[src/ips_pkg.sv]
`timescale 1ns / 1ps
// ----------------------------------------------------------------------------
// ips_pkg
// Shared types, register codes and the limit clamp of the integer PID step.
// ----------------------------------------------------------------------------
package ips_pkg;

  localparam int CFG_INDEX_W = 3;
  localparam int CFG_DATA_W  = 32;
  localparam int GAIN_W      = 16;
  localparam int SAMPLE_W    = 16;
  localparam int DRIVE_W     = 32;
  localparam int ERR_W       = SAMPLE_W + 1;
  localparam int PROD_W      = GAIN_W + ERR_W;
  localparam int SUM_W       = PROD_W + 2;

  localparam logic signed [DRIVE_W-1:0] LIMIT_HIGH_RESET = 32'sd255;

  typedef enum logic [CFG_INDEX_W-1:0] {
    REG_SETPOINT   = 3'd0,
    REG_GAIN_P     = 3'd1,
    REG_GAIN_I     = 3'd2,
    REG_GAIN_D     = 3'd3,
    REG_LIMIT_LOW  = 3'd4,
    REG_LIMIT_HIGH = 3'd5,
    REG_AUTO_CFG   = 3'd6
  } reg_idx_t;

  typedef struct packed {
    logic signed [SAMPLE_W-1:0] setpoint;
    logic signed [GAIN_W-1:0]   gain_p;
    logic signed [GAIN_W-1:0]   gain_i;
    logic signed [GAIN_W-1:0]   gain_d;
    logic signed [DRIVE_W-1:0]  limit_low;
    logic signed [DRIVE_W-1:0]  limit_high;
    logic                       auto_en;
    logic                       clamp_int;
  } cfg_t;

  function automatic logic signed [DRIVE_W-1:0] lim_clamp(
    input logic signed [SUM_W-1:0]   x,
    input logic signed [DRIVE_W-1:0] lo,
    input logic signed [DRIVE_W-1:0] hi
  );
    logic signed [DRIVE_W-1:0] res;
    if (x > SUM_W'(hi)) begin
      res = hi;
    end else if (x < SUM_W'(lo)) begin
      res = lo;
    end else begin
      res = DRIVE_W'(x);
    end
    return res;
  endfunction

endpackage

[src/integer_pid_step_unit.sv]
`timescale 1ns / 1ps
// ----------------------------------------------------------------------------
// integer_pid_step_unit
// Integer PID step with derivative on measurement, one result per sample.
// ----------------------------------------------------------------------------
// Usage:
//   in_valid/in_ready carry one measured sample per transfer; out_valid/
//   out_ready carry one result (drive, computed) per sample, in order.
//   cfg_wr_en/cfg_index/cfg_wr_data write one register per cycle, no wait.
// Order: a sample is held in the sample register, then its result in the
//   result register.
// Throughput: one sample per cycle unless stalled; the integral and previous
//   sample are updated in the same cycle the result is formed, so the integral
//   multiply, add and clamp feeding the output sum set the clock period.
// Stall: while out_ready is low the result register holds; one more
//   sample is still taken into the sample register, then in_ready drops.
// Reset: both channels empty, integral and previous sample cleared,
//   limits 0..255, gains and setpoint 0, automatic mode on.
// A limit write in automatic mode registers a flag that clamps the integral.
// In manual mode drive is 0 with computed low and the state is kept.
// ----------------------------------------------------------------------------
module integer_pid_step_unit (
  input  logic                                 clk,
  input  logic                                 rst_n,
  input  logic                                 cfg_wr_en,
  input  logic [ips_pkg::CFG_INDEX_W-1:0]      cfg_index,
  input  logic [ips_pkg::CFG_DATA_W-1:0]       cfg_wr_data,
  input  logic                                 in_valid,
  output logic                                 in_ready,
  input  logic signed [ips_pkg::SAMPLE_W-1:0]  in_sample,
  output logic                                 out_valid,
  input  logic                                 out_ready,
  output logic signed [ips_pkg::DRIVE_W-1:0]   out_drive,
  output logic                                 out_computed
);
  import ips_pkg::*;

  cfg_t cfg;

  ips_cfg u_cfg (
    .clk         (clk),
    .rst_n       (rst_n),
    .cfg_wr_en   (cfg_wr_en),
    .cfg_index   (cfg_index),
    .cfg_wr_data (cfg_wr_data),
    .cfg_o       (cfg)
  );

  ips_core u_core (
    .clk          (clk),
    .rst_n        (rst_n),
    .cfg_i        (cfg),
    .in_valid     (in_valid),
    .in_ready     (in_ready),
    .in_sample    (in_sample),
    .out_valid    (out_valid),
    .out_ready    (out_ready),
    .out_drive    (out_drive),
    .out_computed (out_computed)
  );

endmodule

[src/ips_cfg.sv]
`timescale 1ns / 1ps
// ----------------------------------------------------------------------------
// ips_cfg
// Configuration registers; flags an integral clamp after a limit write.
// ----------------------------------------------------------------------------
module ips_cfg (
  input  logic                              clk,
  input  logic                              rst_n,
  input  logic                              cfg_wr_en,
  input  logic [ips_pkg::CFG_INDEX_W-1:0]   cfg_index,
  input  logic [ips_pkg::CFG_DATA_W-1:0]    cfg_wr_data,
  output ips_pkg::cfg_t                     cfg_o
);
  import ips_pkg::*;

  logic signed [SAMPLE_W-1:0] setpoint_r,   setpoint_nxt;
  logic signed [GAIN_W-1:0]   gain_p_r,     gain_p_nxt;
  logic signed [GAIN_W-1:0]   gain_i_r,     gain_i_nxt;
  logic signed [GAIN_W-1:0]   gain_d_r,     gain_d_nxt;
  logic signed [DRIVE_W-1:0]  limit_low_r,  limit_low_nxt;
  logic signed [DRIVE_W-1:0]  limit_high_r, limit_high_nxt;
  logic                       auto_en_r,    auto_en_nxt;
  logic                       clamp_int_r,  clamp_int_nxt;
  logic signed [DRIVE_W-1:0]  wr_lim;

  assign wr_lim = cfg_wr_data[DRIVE_W-1:0];

  always_comb begin
    setpoint_nxt   = setpoint_r;
    gain_p_nxt     = gain_p_r;
    gain_i_nxt     = gain_i_r;
    gain_d_nxt     = gain_d_r;
    limit_low_nxt  = limit_low_r;
    limit_high_nxt = limit_high_r;
    auto_en_nxt    = auto_en_r;
    clamp_int_nxt  = 1'b0;
    if (cfg_wr_en) begin
      case (reg_idx_t'(cfg_index))
        REG_SETPOINT: setpoint_nxt = cfg_wr_data[SAMPLE_W-1:0];
        REG_GAIN_P:   gain_p_nxt   = cfg_wr_data[GAIN_W-1:0];
        REG_GAIN_I:   gain_i_nxt   = cfg_wr_data[GAIN_W-1:0];
        REG_GAIN_D:   gain_d_nxt   = cfg_wr_data[GAIN_W-1:0];
        REG_LIMIT_LOW: begin
          // limits must stay strictly ordered, otherwise the write is dropped
          if (wr_lim < limit_high_r) begin
            limit_low_nxt = wr_lim;
            clamp_int_nxt = auto_en_r;
          end
        end
        REG_LIMIT_HIGH: begin
          if (wr_lim > limit_low_r) begin
            limit_high_nxt = wr_lim;
            clamp_int_nxt  = auto_en_r;
          end
        end
        REG_AUTO_CFG: auto_en_nxt = cfg_wr_data[0];
        default: ;
      endcase
    end
  end

  always_ff @(posedge clk) begin
    if (!rst_n) begin
      setpoint_r   <= '0;
      gain_p_r     <= '0;
      gain_i_r     <= '0;
      gain_d_r     <= '0;
      limit_low_r  <= '0;
      limit_high_r <= LIMIT_HIGH_RESET;
      auto_en_r    <= 1'b1;
      clamp_int_r  <= 1'b0;
    end else begin
      setpoint_r   <= setpoint_nxt;
      gain_p_r     <= gain_p_nxt;
      gain_i_r     <= gain_i_nxt;
      gain_d_r     <= gain_d_nxt;
      limit_low_r  <= limit_low_nxt;
      limit_high_r <= limit_high_nxt;
      auto_en_r    <= auto_en_nxt;
      clamp_int_r  <= clamp_int_nxt;
    end
  end

  always_comb begin
    cfg_o.setpoint   = setpoint_r;
    cfg_o.gain_p     = gain_p_r;
    cfg_o.gain_i     = gain_i_r;
    cfg_o.gain_d     = gain_d_r;
    cfg_o.limit_low  = limit_low_r;
    cfg_o.limit_high = limit_high_r;
    cfg_o.auto_en    = auto_en_r;
    cfg_o.clamp_int  = clamp_int_r;
  end

endmodule

[src/ips_core.sv]
`timescale 1ns / 1ps
// ----------------------------------------------------------------------------
// ips_core
// Sample register, combinational PID step with state, and result register.
// ----------------------------------------------------------------------------
module ips_core (
  input  logic                                clk,
  input  logic                                rst_n,
  input  ips_pkg::cfg_t                       cfg_i,
  input  logic                                in_valid,
  output logic                                in_ready,
  input  logic signed [ips_pkg::SAMPLE_W-1:0] in_sample,
  output logic                                out_valid,
  input  logic                                out_ready,
  output logic signed [ips_pkg::DRIVE_W-1:0]  out_drive,
  output logic                                out_computed
);
  import ips_pkg::*;

  logic                       smp_valid_r, smp_valid_nxt;
  logic signed [SAMPLE_W-1:0] smp_r;
  logic signed [DRIVE_W-1:0]  integral_r, integral_nxt;
  logic signed [SAMPLE_W-1:0] prev_r, prev_nxt;
  logic                       out_valid_r, out_valid_nxt;
  logic signed [DRIVE_W-1:0]  drive_r;
  logic                       computed_r;

  logic                       res_load;
  logic                       advance;
  logic signed [ERR_W-1:0]    err_raw;
  logic signed [ERR_W-1:0]    err;
  logic signed [ERR_W-1:0]    diff;
  logic signed [PROD_W-1:0]   prod_i;
  logic signed [PROD_W-1:0]   prod_p;
  logic signed [PROD_W-1:0]   prod_d;
  logic signed [SUM_W-1:0]    isum;
  logic signed [DRIVE_W-1:0]  int_new;
  logic signed [SUM_W-1:0]    osum;
  logic signed [DRIVE_W-1:0]  drive_new;

  assign res_load = !out_valid_r || out_ready;
  assign advance  = smp_valid_r && res_load;
  assign in_ready = !smp_valid_r || res_load;

  always_comb begin
    err_raw = ERR_W'(cfg_i.setpoint) - ERR_W'(smp_r);
    // a zero error still nudges the integral
    err     = (err_raw == '0) ? ERR_W'(1) : err_raw;
    diff    = ERR_W'(smp_r) - ERR_W'(prev_r);
    prod_i  = PROD_W'(cfg_i.gain_i) * PROD_W'(err);
    prod_p  = PROD_W'(cfg_i.gain_p) * PROD_W'(err);
    prod_d  = PROD_W'(cfg_i.gain_d) * PROD_W'(diff);
    isum    = SUM_W'(integral_r) + SUM_W'(prod_i);
    int_new = lim_clamp(isum, cfg_i.limit_low, cfg_i.limit_high);
    osum    = SUM_W'(prod_p) + SUM_W'(int_new) - SUM_W'(prod_d);
    drive_new = lim_clamp(osum, cfg_i.limit_low, cfg_i.limit_high);
  end

  always_comb begin
    smp_valid_nxt = smp_valid_r;
    if (in_valid && in_ready) begin
      smp_valid_nxt = 1'b1;
    end else if (advance) begin
      smp_valid_nxt = 1'b0;
    end
    out_valid_nxt = out_valid_r;
    if (advance) begin
      out_valid_nxt = 1'b1;
    end else if (out_ready) begin
      out_valid_nxt = 1'b0;
    end
    integral_nxt = integral_r;
    prev_nxt     = prev_r;
    if (advance && cfg_i.auto_en) begin
      integral_nxt = int_new;
      prev_nxt     = smp_r;
    end else if (cfg_i.clamp_int) begin
      integral_nxt = lim_clamp(SUM_W'(integral_r), cfg_i.limit_low, cfg_i.limit_high);
    end
  end

  always_ff @(posedge clk) begin
    if (!rst_n) begin
      smp_valid_r <= 1'b0;
      out_valid_r <= 1'b0;
      integral_r  <= '0;
      prev_r      <= '0;
    end else begin
      smp_valid_r <= smp_valid_nxt;
      out_valid_r <= out_valid_nxt;
      integral_r  <= integral_nxt;
      prev_r      <= prev_nxt;
    end
  end

  always_ff @(posedge clk) begin
    if (in_valid && in_ready) begin
      smp_r <= in_sample;
    end
    if (advance) begin
      drive_r    <= cfg_i.auto_en ? drive_new : '0;
      computed_r <= cfg_i.auto_en;
    end
  end

  assign out_valid    = out_valid_r;
  assign out_drive    = drive_r;
  assign out_computed = computed_r;

endmodule

[config.mk]
export PLATFORM = sky130hd
export DESIGN_NAME = integer_pid_step_unit
export DESIGN_NICKNAME = d
export VERILOG_FILES = /design/src/ips_pkg.sv /design/src/integer_pid_step_unit.sv /design/src/ips_cfg.sv /design/src/ips_core.sv
export SDC_FILE = /design/constraint.sdc
export NUM_CORES = 2
export LEC_CHECK = 0
export BUFFER_PORTS_ARGS = -buffer_cell sky130_fd_sc_hd__buf_2
export CAP_MARGIN = 10
export CORE_MARGIN = 2
export CORE_UTILIZATION = 46
export DETAILED_ROUTE_END_ITERATION = 10
export HOLD_SLACK_MARGIN = 0.06
export PLACE_DENSITY_LB_ADDON = 0.08
export SETUP_SLACK_MARGIN = 0.02
export SLEW_MARGIN = 20
export SYNTH_ARGS = -nofsm -noshare
export SYNTH_HDL_FRONTEND = slang
export SYNTH_HIERARCHICAL = 1
export SYNTH_SLANG_ARGS = --single-unit
export TNS_END_PERCENT = 5
[constraint.sdc]
create_clock -name clk -period 23 [get_ports clk]
set_clock_uncertainty 0.15 [all_clocks]
set_input_delay 0 -clock clk [delete_from_list [all_inputs] [get_ports clk]]
set_output_delay 0 -clock clk [all_outputs]
set_load 0.005 [all_outputs]
== Yosys cells after proc, flatten, opt, wreduce, memory -nomap -nowiden ==
Cells that the tools add are included.
Operators by class
  add/sub/neg operators: 5
  multipliers: 3
  magnitude comparators: 8
  equality and inequality tests: 6
  multiplexer cells: 16
  reduce and logical (&&, ||, !) cells: 22
Operators with widths (count)
  $mux 32: 8
  $mul 16x17->33: 3
  $gt 32x32->1: 2
  $lt 32x32->1: 2
  $gt 35x32->1: 1
  $lt 35x32->1: 1
  $sub 34x33->35: 1
  $add 32x33->34: 1
  $add 33x32->34: 1
  $gt 34x32->1: 1
  $lt 34x32->1: 1
  $sub 16x16->17: 2
  $logic_not 17->1: 1
  $mux 17: 1
  $reduce_and 2->1: 7
  $eq 3x3->1 const B: 3
  $eq 3x2->1 const B: 2
  $mux 1: 6
  $reduce_and 3->1: 2
  $reduce_bool 2->1: 3
  $eq 3x1->1 const B: 1
  $logic_and 1x1->1: 3
  $logic_not 3->1: 1
  $reduce_bool 3->1: 1
  other kinds (3): 5
Word-level totals
  flip-flop bits (word level): 229
  input port bits: 56
  word-level logic and storage cells: 75

== Depth between registers and ports, before layout ==
  depth in word-level cells: 13
  gate-level depth with buffers: 78
  depth with buffers taken out: 74

== Cells and area by module ==
The synthesis kept the hierarchy.
Modules (own cells, without submodules)
  ips_core: instances 1, cells an instance 5080, area an instance 45845.2 sq um, seq. area each 2472.4 sq um
  ips_cfg: instances 1, cells an instance 778, area an instance 6630.1 sq um, seq. area each 2602.5 sq um

== Least setup slack after synthesis ==
Ideal clock, no wire load.
  path type: register to register
  start: register u_core.smp_r[0]
  end: register u_core.drive_r[24] (netlist: u_core/out_drive[24]), data pin
  arrival time: 17.966 ns
  slack: 4.628 ns
  stages on the path, launching flop included: 68
  path buffers: 4
  clock period less this slack: 18.372 ns
  cell sequence: edfxtp_1 -> ha_1 -> fa_1 -> nor2b_1 -> o31a_1 -> a21oi_1 -> or4_1 -> or4_1 -> or4_1 -> o41a_4 -> buf_6 -> nand2_1 -> fa_1 -> fa_1 -> inv_1 -> fa_1 -> fa_1 -> fa_1 -> [... 32 more ...] -> clkbuf_1 -> a21oi_1 -> o211ai_1 -> a311oi_1 -> a21oi_1 -> o21ai_0 -> a31o_2 -> or4b_2 -> o311ai_0 -> ha_1 -> a21o_1 -> a21oi_1 -> o21ai_0 -> or4_1 -> and3_1 -> clkbuf_1 -> a32o_1 -> a31o_2
On the way
  word-level cells in the longest chain between the ends: 13
Ends and longest elaborated chain
  start: declaration: line ips_core.sv:21  | logic signed [SAMPLE_W-1:0] smp_r;
  start signal: assignment: line ips_core.sv:98  | smp_r <= in_sample;
  $sub 16x16->17: line ips_core.sv:46  | err_raw = ERR_W'(cfg_i.setpoint) - ERR_W'(smp_r);
  $logic_not 17->1: line ips_core.sv:48  | err = (err_raw == '0) ? ERR_W'(1) : err_raw;
  $mux 17: line ips_core.sv:48
  $mul 16x17->33: line ips_core.sv:50  | prod_i = PROD_W'(cfg_i.gain_i) * PROD_W'(err);
  $add 32x33->34: line ips_core.sv:53  | isum = SUM_W'(integral_r) + SUM_W'(prod_i);
  $lt 34x32->1: line ips_pkg.sv:48  | end else if (x < SUM_W'(lo)) begin
  $mux 32: line ips_pkg.sv:48
  $mux 32: line ips_pkg.sv:46  | if (x > SUM_W'(hi)) begin
  $add 33x32->34: line ips_core.sv:55  | osum = SUM_W'(prod_p) + SUM_W'(int_new) - SUM_W'(prod_d);
  $sub 34x33->35 (*): line ips_core.sv:55
  $lt 35x32->1: line ips_pkg.sv:48
  $mux 32: line ips_pkg.sv:48
  $mux 32 (*): line ips_pkg.sv:46
  end signal: assignment: line ips_core.sv:101  | drive_r <= cfg_i.auto_en ? drive_new : '0;
  end: declaration: line ips_core.sv:25  | logic signed [DRIVE_W-1:0] drive_r;
Mark *: on every way between the ends. The rest lies on a longest branch, timed or not.
A chain may end at the register's enable or synchronous reset.

== Final worst setup path ==
  start: register u_core.smp_r[0]
  end: register u_core.drive_r[13] (netlist: u_core/out_drive[13]), data pin
Same word-level chain as after synthesis.

==> results.txt <==
----------------------------------------------------
[Outcome]
  Run status ... completed

[Clock network]
  Clock latency of the later-clocked register in the worst-skew pair ... 0.65 ns
  H-tree levels ... 1
  Number of clock buffers inserted by TritonCTS ... 31
  Cell at the root of the clock tree ... sky130_fd_sc_hd__clkbuf_16
  Number of sinks on the clock net ... 229
  Number of buffers between clock root and the deepest sink ... 3
  Number of post-CTS setup repair buffers ... 0
  Clk pin slew, worst setup/hold paths ... 0.06 ns
  Quantity of gates resized following cts ... 0
  TritonCTS clock tree ... done

[Timing]
  Maximum clock frequency ... 46.3 MHz
  Number of setup violations in the final report ... 0
  Worst-margin pin slew ... 1.24 ns
  Final total negative setup slack ... 0 ns
  Final period utilization ... 93.8%
  RSZ-0062 raised after global routing ... false
  Number of max-slew violations in the final report ... 0
  Time the worst path needs with I/O delays and setup ... 21.58 ns
  Hold Vio Cnt, Final ... 0
  Worst rel slew slack ... 16.5%

[GRT]
  GRT Util Overall ... 29.9%
  Wire length of the first global-routing pass ... 264 mm
  Total congestion overflow ... 0
  Via count of the first global-routing pass ... 42091
  Antenna violations before repair ... 7
  Maximum number of pins on one net before global-route repair ... 66

[Die]
  I/O Pins ... 91
  Standard-cell row count ... 123
  Effective utilization at floorplan ... 46.5%
  Die Area ... 0.117 mm2
  Area of the core ... 0.113 mm2
  Die outline width ... 342 um
  Die Height ... 342 um

[Layout]
  Post-layout nets ... 7507
  Top library cells by usage in the layout, fill and taps aside ... sky130_fd_sc_hd__inv_1, sky130_fd_sc_hd__fa_1, sky130_fd_sc_hd__nand2_1
  Area growth from synthesis to layout ... 7.94%
  Share of final-layout standard cells stronger than drive strength 1 ... 4.91%
  Leading cell type in the layout, fill and taps excluded ... sky130_fd_sc_hd__inv_1

[Worst hold path]
  Worst min path class ... in -> reg
  Startpoint of the tightest hold check path ... cfg_wr_data[27]
  WHS Path Cells ... 4

[Worst setup path]
  Category of the worst setup path capture point ... flip-flop
  Critical Path Slowest Stage Cell ... sky130_fd_sc_hd__a221oi_1
  Data arrival time of the critical path ... 21.91 ns
  Maximum single-stage delay on the critical path ... 0.68 ns
  Startpoint of the lowest-slack register-to-register path ... u_core/smp_r[0]
  Highest fanout seen on the critical path ... 65
  R2r worst-path depth ... 70
  Critical path startpoint category ... flip-flop
  Class of the most critical setup path ... reg -> reg
  Start point of the critical path ... u_core/smp_r[0]
  Required time at the endpoint of the critical path ... 23.33 ns
  Cell occurring most often along the worst timing path ... sky130_fd_sc_hd__fa_1

[Yosys]
  Post-synthesis sequential element count ... 229
  FFs w/ async S/R, synth ... 0%
  Top FF cell, synth ... sky130_fd_sc_hd__dfxtp_1
  Area share of the leading cell type in the synthesized netlist ... 37.7%
  Count of unique library cells instantiated by Yosys ... 84
  Synthesized area ... 0.0525 mm2
  Cells taking the most area after synthesis ... sky130_fd_sc_hd__fa_1, sky130_fd_sc_hd__ha_1, sky130_fd_sc_hd__inv_1, sky130_fd_sc_hd__dfxtp_1, sky130_fd_sc_hd__nand2_1
  Number of enable-type register cells in the synthesized netlist ... 49
  Mean post-synth cell area ... 8.96 um2
  Share of the yosys chip area belonging to registers ... 9.67%
  Yosys synthesis warning count ... 6
  Cell taking the most area after synthesis ... sky130_fd_sc_hd__fa_1
  Net Count, Synth ... 7465
  Number of cells produced by synthesis ... 5858

[Route]
  Vias ... 40093
  Post-Route WL ... 170 mm
  1st-iter DRT viols ... 2712
  DRC ... 0
  DRT antenna net count ... 0
  DR WL/cell ... 22.8 um
  Drt first pass iters ... 6
  Post-detailed-route via-to-cell ratio ... 5.40

[Placement]
  Quantity of I/O buffers inserted on ports ... 90
  Placer's final routability congestion estimate ... 0.966
  Detailed placer's ending HPWL ... 142 mm

[Flow run]
  Maximum capacitance violations ... 0

----------------------------------------------------
==> final timing paths <==
path                                               to  slack [ns]
worst max-delay path             u_core/out_drive[13]        1.42
worst min register to register       u_core/prev_r[5]        0.30
worst min-delay path            u_cfg/limit_low_r[27]        0.09
worst max register to register   u_core/out_drive[13]        1.42
==> what timing repair did <==
action                                  4_1_cts  5_1_grt
hold buffers                                 80        0
endpoints found under the setup margin        0        0
hold endpoints to repair                    180        0
==> flip-flops by register name (all words and copies together), names as in the netlist <==
name,count
u_cfg/limit_high_r,32
u_cfg/limit_low_r,32
u_core/integral_r,32
u_core/out_drive,32
u_cfg/gain_d_r,16
u_cfg/gain_i_r,16
u_cfg/gain_p_r,16
u_cfg/setpoint_r,16
u_core/prev_r,16
u_core/smp_r,16
u_cfg/auto_en_r,1
u_cfg/clamp_int_r,1
u_core/out_computed,1
u_core/out_valid,1
u_core/smp_valid_r,1
==> critical path: cells and delay by family, from the launching register on <==
kind	cells	cell delay, ns
AOI/OAI and AO/OA	24	6.17
DFF	1	0.42
buffers and inverters	12	1.93
and+or+nand+nor	13	4.09
xor gates and xnor gates	2	0.38
adders and majority gates	19	8.23
==> cell usage after synthesis, drive strengths merged (8+ instances only) <==
cell     number
inv        1286
fa          989
nand2       805
ha          562
and2        300
clkbuf      198
a21oi       189
dfxtp       180
mux2i       167
nor2        149
o21ai       106
nor2b        98
xnor2        74
a21o         71
nand2b       70
a21boi       68
nand3        67
edfxtp       49
nand4        48
buf          36
nor3         25
a211oi       23
xor2         23
a311oi       21
o211ai       21
o21a         20
a31oi        18
mux2         14
and3         13
o22ai        13
and4         11
o2111ai      10
o21bai       10
or2           9
a211o         8
a221oi        8
nor4          8
o221ai        8
==> layout make-up <==
class | instances | area, um2
fillers | 10906 | 56200
diodes | 1 | 2.50
repair buffers | 243 | 1810
clock inverters | 25 | 438
inverters | 1286 | 4830
multi-input cells | 4109 | 41800
flip-flops and latches | 229 | 5070
clock buffers | 33 | 783
well taps | 1500 | 1880
==> routing by layer <==
| layer | up-vias | wire length (um) | global-route usage (%) | share of wire, % |
|---|---|---|---|---|
| met2 | 1127 | 78900 | 48.8 | 47 |
| met3 | 322 | 9400 | 3.82 | 5.5 |
| met1 | 20372 | 74200 | 41.0 | 44 |
| li1 | 18270 | - | - | - |
| met4 | 2 | 7050 | 10.1 | 4.2 |
| met5 | - | 7 | 0 | 0.0041 |
==> through the flow <==
stage          utilization (%)  hold WS [ns]  setup WS, ns  cell area, um2  std cells
2_1_floorplan                -       -0.0511          4.63           52500       5858
3_3_place_gp              48.4        0.0261          2.12           54600       7287
3_5_place_dp              48.4        0.0287          1.80           54600       7287
4_1_cts                   50.2        0.0687          1.70           56600       7425
5_1_grt                   50.2         0.108         0.352           56600       7425
6_report                  50.2        0.0875          1.42           56600       7426
==> cell families after synthesis <==
| logic type | share of synthesized area [%] |
|---|---|
| adders and majority gates | 51.1 |
| muxes | 3.49 |
| buffers and inverters | 11.1 |
| xor gates and xnor gates | 1.62 |
| AOI/OAI and AO/OA | 8.26 |
| DFF | 9.67 |
| and+or+nand+nor | 14.8 |
Power is not shown: default switching activity piles up to over one toggle a cycle in this logic, so the estimate is an artifact.
